**src/sv/stp_pkg.sv**
```systemverilog
package stp_pkg;

    // Pool size and wrap point of the shared tick count.
    localparam int NUM_TIMERS = 8;
    localparam int MAX_TICKS  = 30000;

    localparam int OP_W      = 3;
    localparam int HANDLE_W  = 3;
    localparam int STAMP_W   = 16;
    localparam int TMR_IDX_W = (NUM_TIMERS > 1) ? $clog2(NUM_TIMERS) : 1;

    // A 3-bit handle can only name the first eight timers, so allocation
    // searches no further than that.
    localparam int HANDLE_SPAN = 1 << HANDLE_W;
    localparam int SCAN_SPAN   = (NUM_TIMERS < HANDLE_SPAN) ? NUM_TIMERS : HANDLE_SPAN;

    typedef enum logic [OP_W-1:0] {
        OP_TICK    = 3'd0,
        OP_ALLOC   = 3'd1,
        OP_RESTART = 3'd2,
        OP_READ    = 3'd3,
        OP_RELEASE = 3'd4
    } t_op;

    typedef enum logic [2:0] {
        ST_IDLE,
        ST_READ_CALC,
        ST_WRAP_RD,
        ST_WRAP_WR,
        ST_ALLOC
    } t_state;

endpackage

```
**src/sv/software_timer_pool.sv**
```systemverilog
// Channel   Direction  Handshake                  Payload
// input     in         i_in_valid / o_in_stall    i_operation, i_handle
// result    out        o_out_valid / i_out_stall  o_granted, o_given_handle, o_elapsed
//
// Tick without wrap, restart, release and unknown operations finish in the
// accepting cycle. A read passes through ST_READ_CALC, since the read port
// of the stamp memory is registered. Allocate tests one busy flag per cycle
// in ST_ALLOC, up to SCAN_SPAN flags. A tick that wraps the count visits
// every timer: each stamp is read in ST_WRAP_RD, then, if the timer is busy,
// corrected by the shared subtractor in ST_WRAP_WR.
// Reset (synchronous, active low) clears the count, the busy flags, the
// sequencer and the valid flag of the result register, not its data or the stamps.
// A new beat is taken only while the sequencer is idle and the result
// register is empty or being drained in the same cycle.
module software_timer_pool
    import stp_pkg::*;
(
    input  logic                i_clk,
    input  logic                i_rst_n,
    input  logic                i_in_valid,
    output logic                o_in_stall,
    input  logic [OP_W-1:0]     i_operation,
    input  logic [HANDLE_W-1:0] i_handle,
    output logic                o_out_valid,
    input  logic                i_out_stall,
    output logic                o_granted,
    output logic [HANDLE_W-1:0] o_given_handle,
    output logic [STAMP_W-1:0]  o_elapsed
);

    // Sequencer state, scan index, tick count and busy flags.
    t_state                r_state, n_state;
    logic [TMR_IDX_W-1:0]  r_idx, n_idx;
    logic [STAMP_W-1:0]    r_tick_count, n_tick_count;
    logic [NUM_TIMERS-1:0] r_busy, n_busy;

    // Result register. It decouples the sequencer from the output stall.
    logic                  r_out_valid;
    logic                  r_granted;
    logic [HANDLE_W-1:0]   r_given;
    logic [STAMP_W-1:0]    r_elapsed;
    logic                  n_out_load;
    logic                  n_granted;
    logic [HANDLE_W-1:0]   n_given;
    logic [STAMP_W-1:0]    n_elapsed;

    // Start stamp memory: one write port, one read port with registered data.
    logic [STAMP_W-1:0]    r_stamps [NUM_TIMERS];
    logic [STAMP_W-1:0]    r_rd_data;
    logic                  mem_we;
    logic [TMR_IDX_W-1:0]  mem_waddr;
    logic [STAMP_W-1:0]    mem_wdata;
    logic                  mem_re;
    logic [TMR_IDX_W-1:0]  mem_raddr;

    // The one subtractor that ticks, reads and the wrap share.
    logic [STAMP_W-1:0]    unit_a;
    logic [STAMP_W-1:0]    unit_b;
    logic [STAMP_W-1:0]    unit_diff;

    logic                  in_accept;
    logic                  in_pool;
    logic [TMR_IDX_W-1:0]  h_idx;
    logic                  idx_last;
    logic                  scan_last;

    assign unit_diff = unit_a - unit_b;

    assign in_accept = i_in_valid && !o_in_stall;
    assign in_pool   = int'(i_handle) < NUM_TIMERS;
    assign h_idx     = TMR_IDX_W'(i_handle);
    assign idx_last  = (r_idx == TMR_IDX_W'(NUM_TIMERS - 1));
    assign scan_last = (r_idx == TMR_IDX_W'(SCAN_SPAN - 1));

    assign o_in_stall     = !((r_state == ST_IDLE) && (!r_out_valid || !i_out_stall));
    assign o_out_valid    = r_out_valid;
    assign o_granted      = r_granted;
    assign o_given_handle = r_given;
    assign o_elapsed      = r_elapsed;

    always_ff @(posedge i_clk) begin
        if (!i_rst_n) begin
            r_state      <= ST_IDLE;
            r_idx        <= '0;
            r_tick_count <= '0;
            r_busy       <= '0;
        end else begin
            r_state      <= n_state;
            r_idx        <= n_idx;
            r_tick_count <= n_tick_count;
            r_busy       <= n_busy;
        end
    end

    always_ff @(posedge i_clk) begin
        if (!i_rst_n) begin
            r_out_valid <= 1'b0;
        end else if (n_out_load) begin
            r_out_valid <= 1'b1;
        end else if (!i_out_stall) begin
            r_out_valid <= 1'b0;
        end
    end

    always_ff @(posedge i_clk) begin
        if (n_out_load) begin
            r_granted <= n_granted;
            r_given   <= n_given;
            r_elapsed <= n_elapsed;
        end
    end

    always_ff @(posedge i_clk) begin
        if (mem_we) begin
            r_stamps[mem_waddr] <= mem_wdata;
        end
        if (mem_re) begin
            r_rd_data <= r_stamps[mem_raddr];
        end
    end

    always_comb begin
        n_state      = r_state;
        n_idx        = r_idx;
        n_tick_count = r_tick_count;
        n_busy       = r_busy;
        n_out_load   = 1'b0;
        n_granted    = 1'b0;
        n_given      = '0;
        n_elapsed    = '0;
        mem_we       = 1'b0;
        mem_waddr    = h_idx;
        mem_wdata    = r_tick_count;
        mem_re       = 1'b0;
        mem_raddr    = h_idx;
        unit_a       = r_tick_count;
        unit_b       = r_rd_data;

        case (r_state)
            ST_IDLE: begin
                if (in_accept) begin
                    case (t_op'(i_operation))
                        OP_TICK: begin
                            // Adding one is subtracting all ones.
                            unit_b       = '1;
                            n_tick_count = unit_diff;
                            if (unit_diff >= STAMP_W'(MAX_TICKS)) begin
                                // The count has wrapped: shift every busy
                                // stamp back by it before clearing it.
                                n_idx   = '0;
                                n_state = ST_WRAP_RD;
                            end else begin
                                n_out_load = 1'b1;
                            end
                        end
                        OP_ALLOC: begin
                            n_idx   = '0;
                            n_state = ST_ALLOC;
                        end
                        OP_RESTART: begin
                            mem_we     = in_pool;
                            n_out_load = 1'b1;
                        end
                        OP_READ: begin
                            if (in_pool) begin
                                mem_re  = 1'b1;
                                n_state = ST_READ_CALC;
                            end else begin
                                n_out_load = 1'b1;
                            end
                        end
                        OP_RELEASE: begin
                            if (in_pool) begin
                                n_busy[h_idx] = 1'b0;
                            end
                            n_out_load = 1'b1;
                        end
                        default: begin
                            n_out_load = 1'b1;
                        end
                    endcase
                end
            end
            ST_READ_CALC: begin
                n_elapsed  = unit_diff;
                n_out_load = 1'b1;
                n_state    = ST_IDLE;
            end
            ST_WRAP_RD: begin
                mem_re    = 1'b1;
                mem_raddr = r_idx;
                n_state   = ST_WRAP_WR;
            end
            ST_WRAP_WR: begin
                unit_a    = r_rd_data;
                unit_b    = r_tick_count;
                mem_we    = r_busy[r_idx];
                mem_waddr = r_idx;
                mem_wdata = unit_diff;
                if (idx_last) begin
                    n_tick_count = '0;
                    n_out_load   = 1'b1;
                    n_state      = ST_IDLE;
                end else begin
                    n_idx   = r_idx + 1'b1;
                    n_state = ST_WRAP_RD;
                end
            end
            ST_ALLOC: begin
                if (!r_busy[r_idx]) begin
                    n_busy[r_idx] = 1'b1;
                    n_granted     = 1'b1;
                    n_given       = HANDLE_W'(r_idx);
                    n_out_load    = 1'b1;
                    n_state       = ST_IDLE;
                end else if (scan_last) begin
                    // Every timer that a handle can name is taken.
                    n_out_load = 1'b1;
                    n_state    = ST_IDLE;
                end else begin
                    n_idx = r_idx + 1'b1;
                end
            end
            default: begin
                n_state = ST_IDLE;
            end
        endcase
    end

    // The sequencer never takes a beat while it is working on one.
    a_busy_stalls: assert property (@(posedge i_clk) disable iff (!i_rst_n)
        (r_state != ST_IDLE) |-> o_in_stall)
        else $error("input taken while the sequencer is busy");

    // Between items the count always sits below the wrap point.
    a_count_range: assert property (@(posedge i_clk) disable iff (!i_rst_n)
        (r_state == ST_IDLE) |-> (r_tick_count < STAMP_W'(MAX_TICKS)))
        else $error("tick count left at or above the wrap point");

    // A result is never written over one that is still waiting.
    a_no_overwrite: assert property (@(posedge i_clk) disable iff (!i_rst_n)
        n_out_load |-> (!r_out_valid || !i_out_stall))
        else $error("result register overwritten before it was taken");

    // A granted timer is marked busy from the next cycle on.
    a_grant_busy: assert property (@(posedge i_clk) disable iff (!i_rst_n)
        (n_out_load && n_granted) |=> r_busy[$past(r_idx)])
        else $error("granted timer not marked busy");

endmodule

```
**config.mk**
```make
export PLATFORM = sky130hd
export DESIGN_NAME = software_timer_pool
export DESIGN_NICKNAME = d
export VERILOG_FILES = /design/src/sv/stp_pkg.sv /design/src/sv/software_timer_pool.sv
export SDC_FILE = /design/constraint.sdc
export NUM_CORES = 1
export LEC_CHECK = 0
export BUFFER_PORTS_ARGS = -buffer_cell sky130_fd_sc_hd__buf_2
export CELL_PAD_IN_SITES_DETAIL_PLACEMENT = 2
export CELL_PAD_IN_SITES_GLOBAL_PLACEMENT = 2
export CORE_UTILIZATION = 44
export DETAILED_ROUTE_END_ITERATION = 8
export PLACE_DENSITY = 0.79
export SKIP_LAST_GASP = 1
export SLEW_MARGIN = 20
export SYNTH_ARGS = -nofsm -noshare
export SYNTH_HDL_FRONTEND = slang
export SYNTH_SLANG_ARGS = --single-unit
```
**constraint.sdc**
```tcl
create_clock -name i_clk -period 6.3 [get_ports i_clk]
set_input_delay 1.89 -clock i_clk [delete_from_list [all_inputs] [get_ports i_clk]]
set_output_delay 1.89 -clock i_clk [all_outputs]
set_load 0.02 [all_outputs]
```
==> results.yml, run 1 <==
setup_path:
  worstPathArrival_ps: 6000
  crit_family: "compound AO/OA/AOI/OAI gates"
  slowest_delay_ps: 460
  r2r_cells: 17
  startpoint_type: "primary input"
  worst_path_max_delay_cell: "o311ai_2"
  crit_fanout: 16
  startpoint: "i_operation[2]"
  required_ps: 6430
  reg2reg_setup_slack_ps: 1040
  worstSetupPathType: "primary input to flop"
  r2r_start: "r_state[0]$_SDFFE_PN0P_"
  crit_buf_inv: 3
  crit_path_end_kind: "flop"
  path_cells: "buf_2, nor3_1, and2_1, nand2_1, nand3_1, ha_1, inv_1, fa_1, a21o_1, a221o_1, a21oi_1, xnor2_1, a311oi_2, o311ai_2, o21ai_1, a21boi_1, or2_1, buf_4"
  timing.rr.end: "o_elapsed[5]$_SDFFCE_PN0P_"
floorplanning:
  dieHeight_um: 145
  die_x_um: 145
  ios: 32
  core.rowCount: 52
  die_area_um2: 21100
  initial_core_util: 0.447
  core_um2: 20200
run:
  max_cap_viol_count: 0
status:
  status: "finished clean"
synth:
  synthTopCellsByCount: "edfxtp_1 (164), nand2_1 (106), nor2_1 (53)"
  synth_top_area_frac: 0.546
  ys_async_sr_fraction: 0
  yosysMostFrequentCell: "edfxtp_1"
  synth_edf_count: 164
  synthCells: 694
  ys_ff_latch: 195
  synth_area_um2: 9020
  syn-num-nets: 722
  synth-seq-area-share: 0.615
  yosysTopAreaCell: "edfxtp_1"
  ys.flop_type: "edfxtp_1"
  synth_cell_types: 65
  avgSynthCellArea_um2: 13.0
  synth_area_leaders: "edfxtp_1 (55%), mux4_2 (8.5%), dfxtp_1 (6.9%)"
  ys_warn_count: 0
clock_tree:
  cts-hold-fix-buffers: 0
  cts_max_level: 4
  cts.path.max_buffers: 2
  cts_resized: 0
  cts_tree: "built"
  cts_setup_buffers: 0
  cts_root_buffer: "clkbuf_16"
  clock-sinks: 195
  clock_latency_ps: 440
  numCtsBuffers: 17
  clk_pin_slew_ps: 80
detailed_routing:
  wl_per_cell_um: 25.3
  viasPerCell: 5.89
  drc: 0
  num_vias: 6030
  drt.antenna.violating_nets: 0
  drtPass1Iterations: 5
  totalWireLength_mm: 25.9
  first_iter_violations: 373
sta:
  fin_crit_ps: 5870
  finalSetupTns_ps: 0
  rsz0062_at_grt: "no"
  setup_viol: 0
  hold_viol_final: 0
  skew_ps: 10.9
  max_freq_mhz: 170
  worst_pin_slew_ps: 1100
  slew_headroom: 0.259
  fin_ws_ps: 432
  finalCritPeriodShare: 0.931
  slew_viol_final: 0
global_route:
  antenna_found_initial: 0
  grt_pass1_vias: 6586
  grt_max_degree: 33
  grt_use_total: 0.259
  grt_pass1_wl_mm: 40.7
  grt_overflow: 0
power_and_ir_drop:
  power_density_nw_per_um2: 282
  power.total_uw: 2900
  vdd.ir_drop.worst_mv: 0.204
  leakagePower_uw: 0.00373
finish:
  drive_gt1_frac: 0.216
  nets: 769
  stdcell_area_um2: 10300
  syn_to_final_growth_pct: 13.9
  n_antenna_cell: 0
  final_util: 0.509
placed_design:
  place_ws_ps: 25.5
  port_buffers: 31
  hpwlAfterDp_mm: 17.7
  placed_cell_area_um2: 9660
  gp_congestion: 0.833
min_path:
  hold_start: "r_busy[4]$_SDFFE_PN0P_"
  hold_end: "r_busy[4]$_SDFFE_PN0P_"
  hold_path.class: "flop to flop"
  whs_path_depth: 2
==> power breakdown <==
part	internal, µW	switching (µW)	total, µW
logic	130	210	339
registers	1430	16.2	1440
clock network	547	567	1110
total	2100	793	2900
==> per-layer routing <==
layer	GRT usage	vias to the layer above	share of wire
met5	0	-	0
met4	0.0684	0	0.016
met3	0.0368	33	0.038
met2	0.454	127	0.52
met1	0.337	3194	0.43
li1	-	2676	-
==> cells by family after synthesis <==
group | synth area share
buf+inv | 0.0197
mux | 0.112
xor+xnor | 0.0136
compound gates | 0.0845
simple gates | 0.130
fa+ha+maj | 0.0258
flops | 0.615
==> registers in the layout (all words and copies together) (netlist names) <==
register and cells:
o_elapsed 16, o_given_handle 3, o_granted 1, o_out_valid 1
r_busy 8, r_idx 3, r_rd_data 16, r_stamps 128
r_state 3, r_tick_count 16
==> worst reg2reg max path, cell delays in order (launching register included) <==
cell and delay, ps:
dfxtp_1 550, inv_1 110, nor2_1 270, and2_1 520, buf_4 380, nand2_1 110
and3_1 170, ha_1 370, a21o_1 240, a221o_1 450, a21oi_1 210, xnor2_1 290
a311oi_2 100, o311ai_2 460, o21ai_1 100, a21boi_1 200, or2_1 180, buf_4 240
==> stage by stage <==
step	cells	hold slack, ps
final	1024	493
after global routing	1024	522
after floorplan	694	444
after CTS	1024	494
after detailed placement	992	473
after global placement	992	462
==> area by class of cell <==
type | count | area (µm²)
clock buffer | 17 | 425
clock inverter | 15 | 191
fill | 1923 | 9890
inverter | 12 | 45.0
multi-input combinational | 453 | 3340
sequential | 195 | 5550
tap | 270 | 338
timing repair buffer | 62 | 388
==> placed cells by master (no fill, tap or decap), types with 11 or more instances in the layout <==
cell type	count
nand2_1	106
mux2_2	16
a21oi_1	24
buf_2	31
mux4_2	34
edfxtp_1	164
and3_1	18
nor2b_1	16
o21ai_0	29
nor2_1	53
buf_4	31
dfxtp_1	31
inv_1	11
ha_1	17
clkbuf_16	17
==> how the worst max path moves through the flow <==
stage / endpoint / slack (ps) / cells past startpoint
finish: o_elapsed[5]$_SDFFCE_PN0P_ / 430 / 18
global route: o_elapsed[15]$_SDFFCE_PN0P_ / 100 / 18
CTS: o_elapsed[5]$_SDFFCE_PN0P_ / 420 / 18
detailed placement: o_elapsed[10]$_SDFFCE_PN0P_ / 30 / 18
global placement: o_elapsed[8]$_SDFFCE_PN0P_ / 260 / 18
floorplan: o_elapsed[0]$_SDFFCE_PN0P_ / 430 / 18
Power figures use the tool's default switching activity.
==> run 2: changes to the inputs <==
- CORE_UTILIZATION: 44 -> 40
- PLACE_DENSITY: 0.79 -> 0.76
- clock period: 6.3 -> 4.7 ns (I/O delays scaled with it)
==> run 2 against run 1 <==
The flow now finishes with violations (design-rule violations). Non-clock buffer count is 52 higher. Hold slack better by 2.7 ps. Sequential power is 34% higher. Die area is 9.9% higher. Routed wire length is 4.4% higher. Critical path type unchanged. Largest cell class unchanged.
==> results.yml, run 2 (synthesis results as in run 1) <==
setup_path:
  crit_path_end_kind: "flop"
  path_cells: "buf_2, nor3_4, and2_4, nand2_8, nand3_4, ha_4, inv_2, fa_2, a21o_1, a221o_2, a221oi_4, o21bai_2, buf_4, buf_4, xnor2_1, o21ai_0, buf_4"
  crit_fanout: 8
  worstSetupPathType: "primary input to flop"
  worst_path_max_delay_cell: "o21ai_0"
  startpoint_type: "primary input"
  crit_path_frequent_cell: "buf_4"
  slowest_delay_ps: 460
  worstPathArrival_ps: 4890
  required_ps: 4990
finish:
  final_util: 0.494
  multi_input_area_um2: 3490
  syn_to_final_growth_pct: 20.3
  final_cell_mix: "edfxtp_1 (164), nand2_1 (104), buf_4 (81)"
  ff_latch_area_um2: 5550
  largest_reg_flops: 128
  regMostFlops: "r_stamps"
  final_common_cell: "edfxtp_1"
  num-fill-cells: 2107
  drive_gt1_frac: 0.295
  n_antenna_cell: 0
  nets: 823
power_and_ir_drop:
  power.switching_uw: 1100
  power_frac_seq: 0.487
  netSwitchingFraction: 0.277
  power_density_nw_per_um2: 366
  p_clk_frac: 0.379
  combPwrFrac: 0.134
  vdd.ir_drop.worst_mv: 0.228
  cellInternalPower_uw: 2870
  leakagePower_uw: 0.00405
clock_tree:
  clk_pin_slew_ps: 80
  clock_latency_ps: 440
  clock-sinks: 195
  numCtsBuffers: 17
  cts_root_buffer: "clkbuf_16"
  cts_max_level: 4
  cts-hold-fix-buffers: 0
  cts.path.max_buffers: 2
  cts_tree: "built"
floorplanning:
  core_um2: 22000
  core.rowCount: 54
  ios: 32
  die_x_um: 152
  dieHeight_um: 152
  die_area_um2: 23200
  initial_core_util: 0.411
placed_design:
  port_buffers: 31
  gp_congestion: 0.908
  hpwlAfterDp_mm: 18.6
sta:
  max_freq_mhz: 217
  whs_ps: 496
  slew_viol_final: 0
  finalCritPeriodShare: 0.978
  slew_headroom: 0.378
  worst_pin_slew_ps: 923
  setup_viol: 0
  skew_ps: 13.1
  hold_viol_final: 0
  rsz0062_at_grt: "yes"
  fin_crit_ps: 4600
  finalSetupTns_ps: 0
global_route:
  grt_max_degree: 34
  antenna_found_initial: 0
  grt_use_total: 0.240
  grt_pass1_vias: 6863
  grt_overflow: 0
  grt_pass1_wl_mm: 41.6
detailed_routing:
  num_vias: 6188
  totalWireLength_mm: 27.1
  wl_per_cell_um: 24.9
  drc: 6
  viasPerCell: 5.69
  drtPass1Iterations: 6
  drt.antenna.violating_nets: 0
  first_iter_violations: 255
status:
  violations: "design-rule violations"
  status: "finished, violations left"
min_path:
  hold_path.class: "flop to flop"
run:
  max_cap_viol_count: 0
[run 2: power by group through the flow]
stage / combinational, µW / clock [µW] / sequential (µW)
after floorplan: 287 / 0 / 1990
after global placement: 483 / 0 / 1970
after detailed placement: 510 / 0 / 1970
after CTS: 517 / 1540 / 1930
after global routing: 570 / 1590 / 1940
final: 531 / 1510 / 1930
[run 2: timing repair]
| action | CTS | global route |
|---|---|---|
| endpoints found under the hold margin | 0 | 0 |
| setup endpoints to repair | 0 | 38 |
| buffers inserted | 0 | 6 |
| resized for setup | 0 | 12 |
[run 2: worst max-delay path: cells and delay by family]
family,cells,cell delay (ps)
compound gates,5,1620
xor+xnor,1,130
fa+ha+maj,2,500
buf+inv,5,680
simple gates,4,530
[run 2: final timing paths]
| kind | startpoint | end | slack [ps] | cells past startpoint |
|---|---|---|---|---|
| hold reg to reg | r_busy[2]$_SDFFE_PN0P_ | r_busy[2]$_SDFFE_PN0P_ | 500 | 2 |
| setup reg to reg | r_state[0]$_SDFFE_PN0P_ | r_stamps[2][12]$_DFFE_PP_ | 240 | 17 |
| setup / recovery | i_operation[0] | r_stamps[2][12]$_DFFE_PP_ | 100 | 17 |
| hold / removal | r_busy[2]$_SDFFE_PN0P_ | r_busy[2]$_SDFFE_PN0P_ | 500 | 2 |
[run 2: layer usage]
metal / routed length [µm] / GRT usage
met1: 12000 / 0.314
met2: 13800 / 0.419
met3: 661 / 0.0270
met4: 649 / 0.0719
met5: 0 / 0
[run 2: metrics by stage]
| step | area [µm²] | power (µW) | setup WS [ps] | instances |
|---|---|---|---|---|
| 3_5_place_dp | 10100 | 2480 | -358 | 1048 |
| 6_report | 10800 | 3970 | 102 | 1088 |
| 3_3_place_gp | 10100 | 2450 | -199 | 1048 |
| 4_1_cts | 10700 | 3990 | 60.1 | 1080 |
| 2_1_floorplan | 9150 | 2280 | -28.5 | 694 |
| 5_1_grt | 10800 | 4100 | -56.7 | 1088 |
[run 2: cell type report]
cell class | count | area share
Sequential cell | 195 | 0.511
Multi-Input combinational cell | 455 | 0.322
Timing Repair Buffer | 114 | 0.0732
Clock buffer | 17 | 0.0392
Tap cell | 280 | 0.0323
Clock inverter | 15 | 0.0176
Inverter | 12 | 0.00415
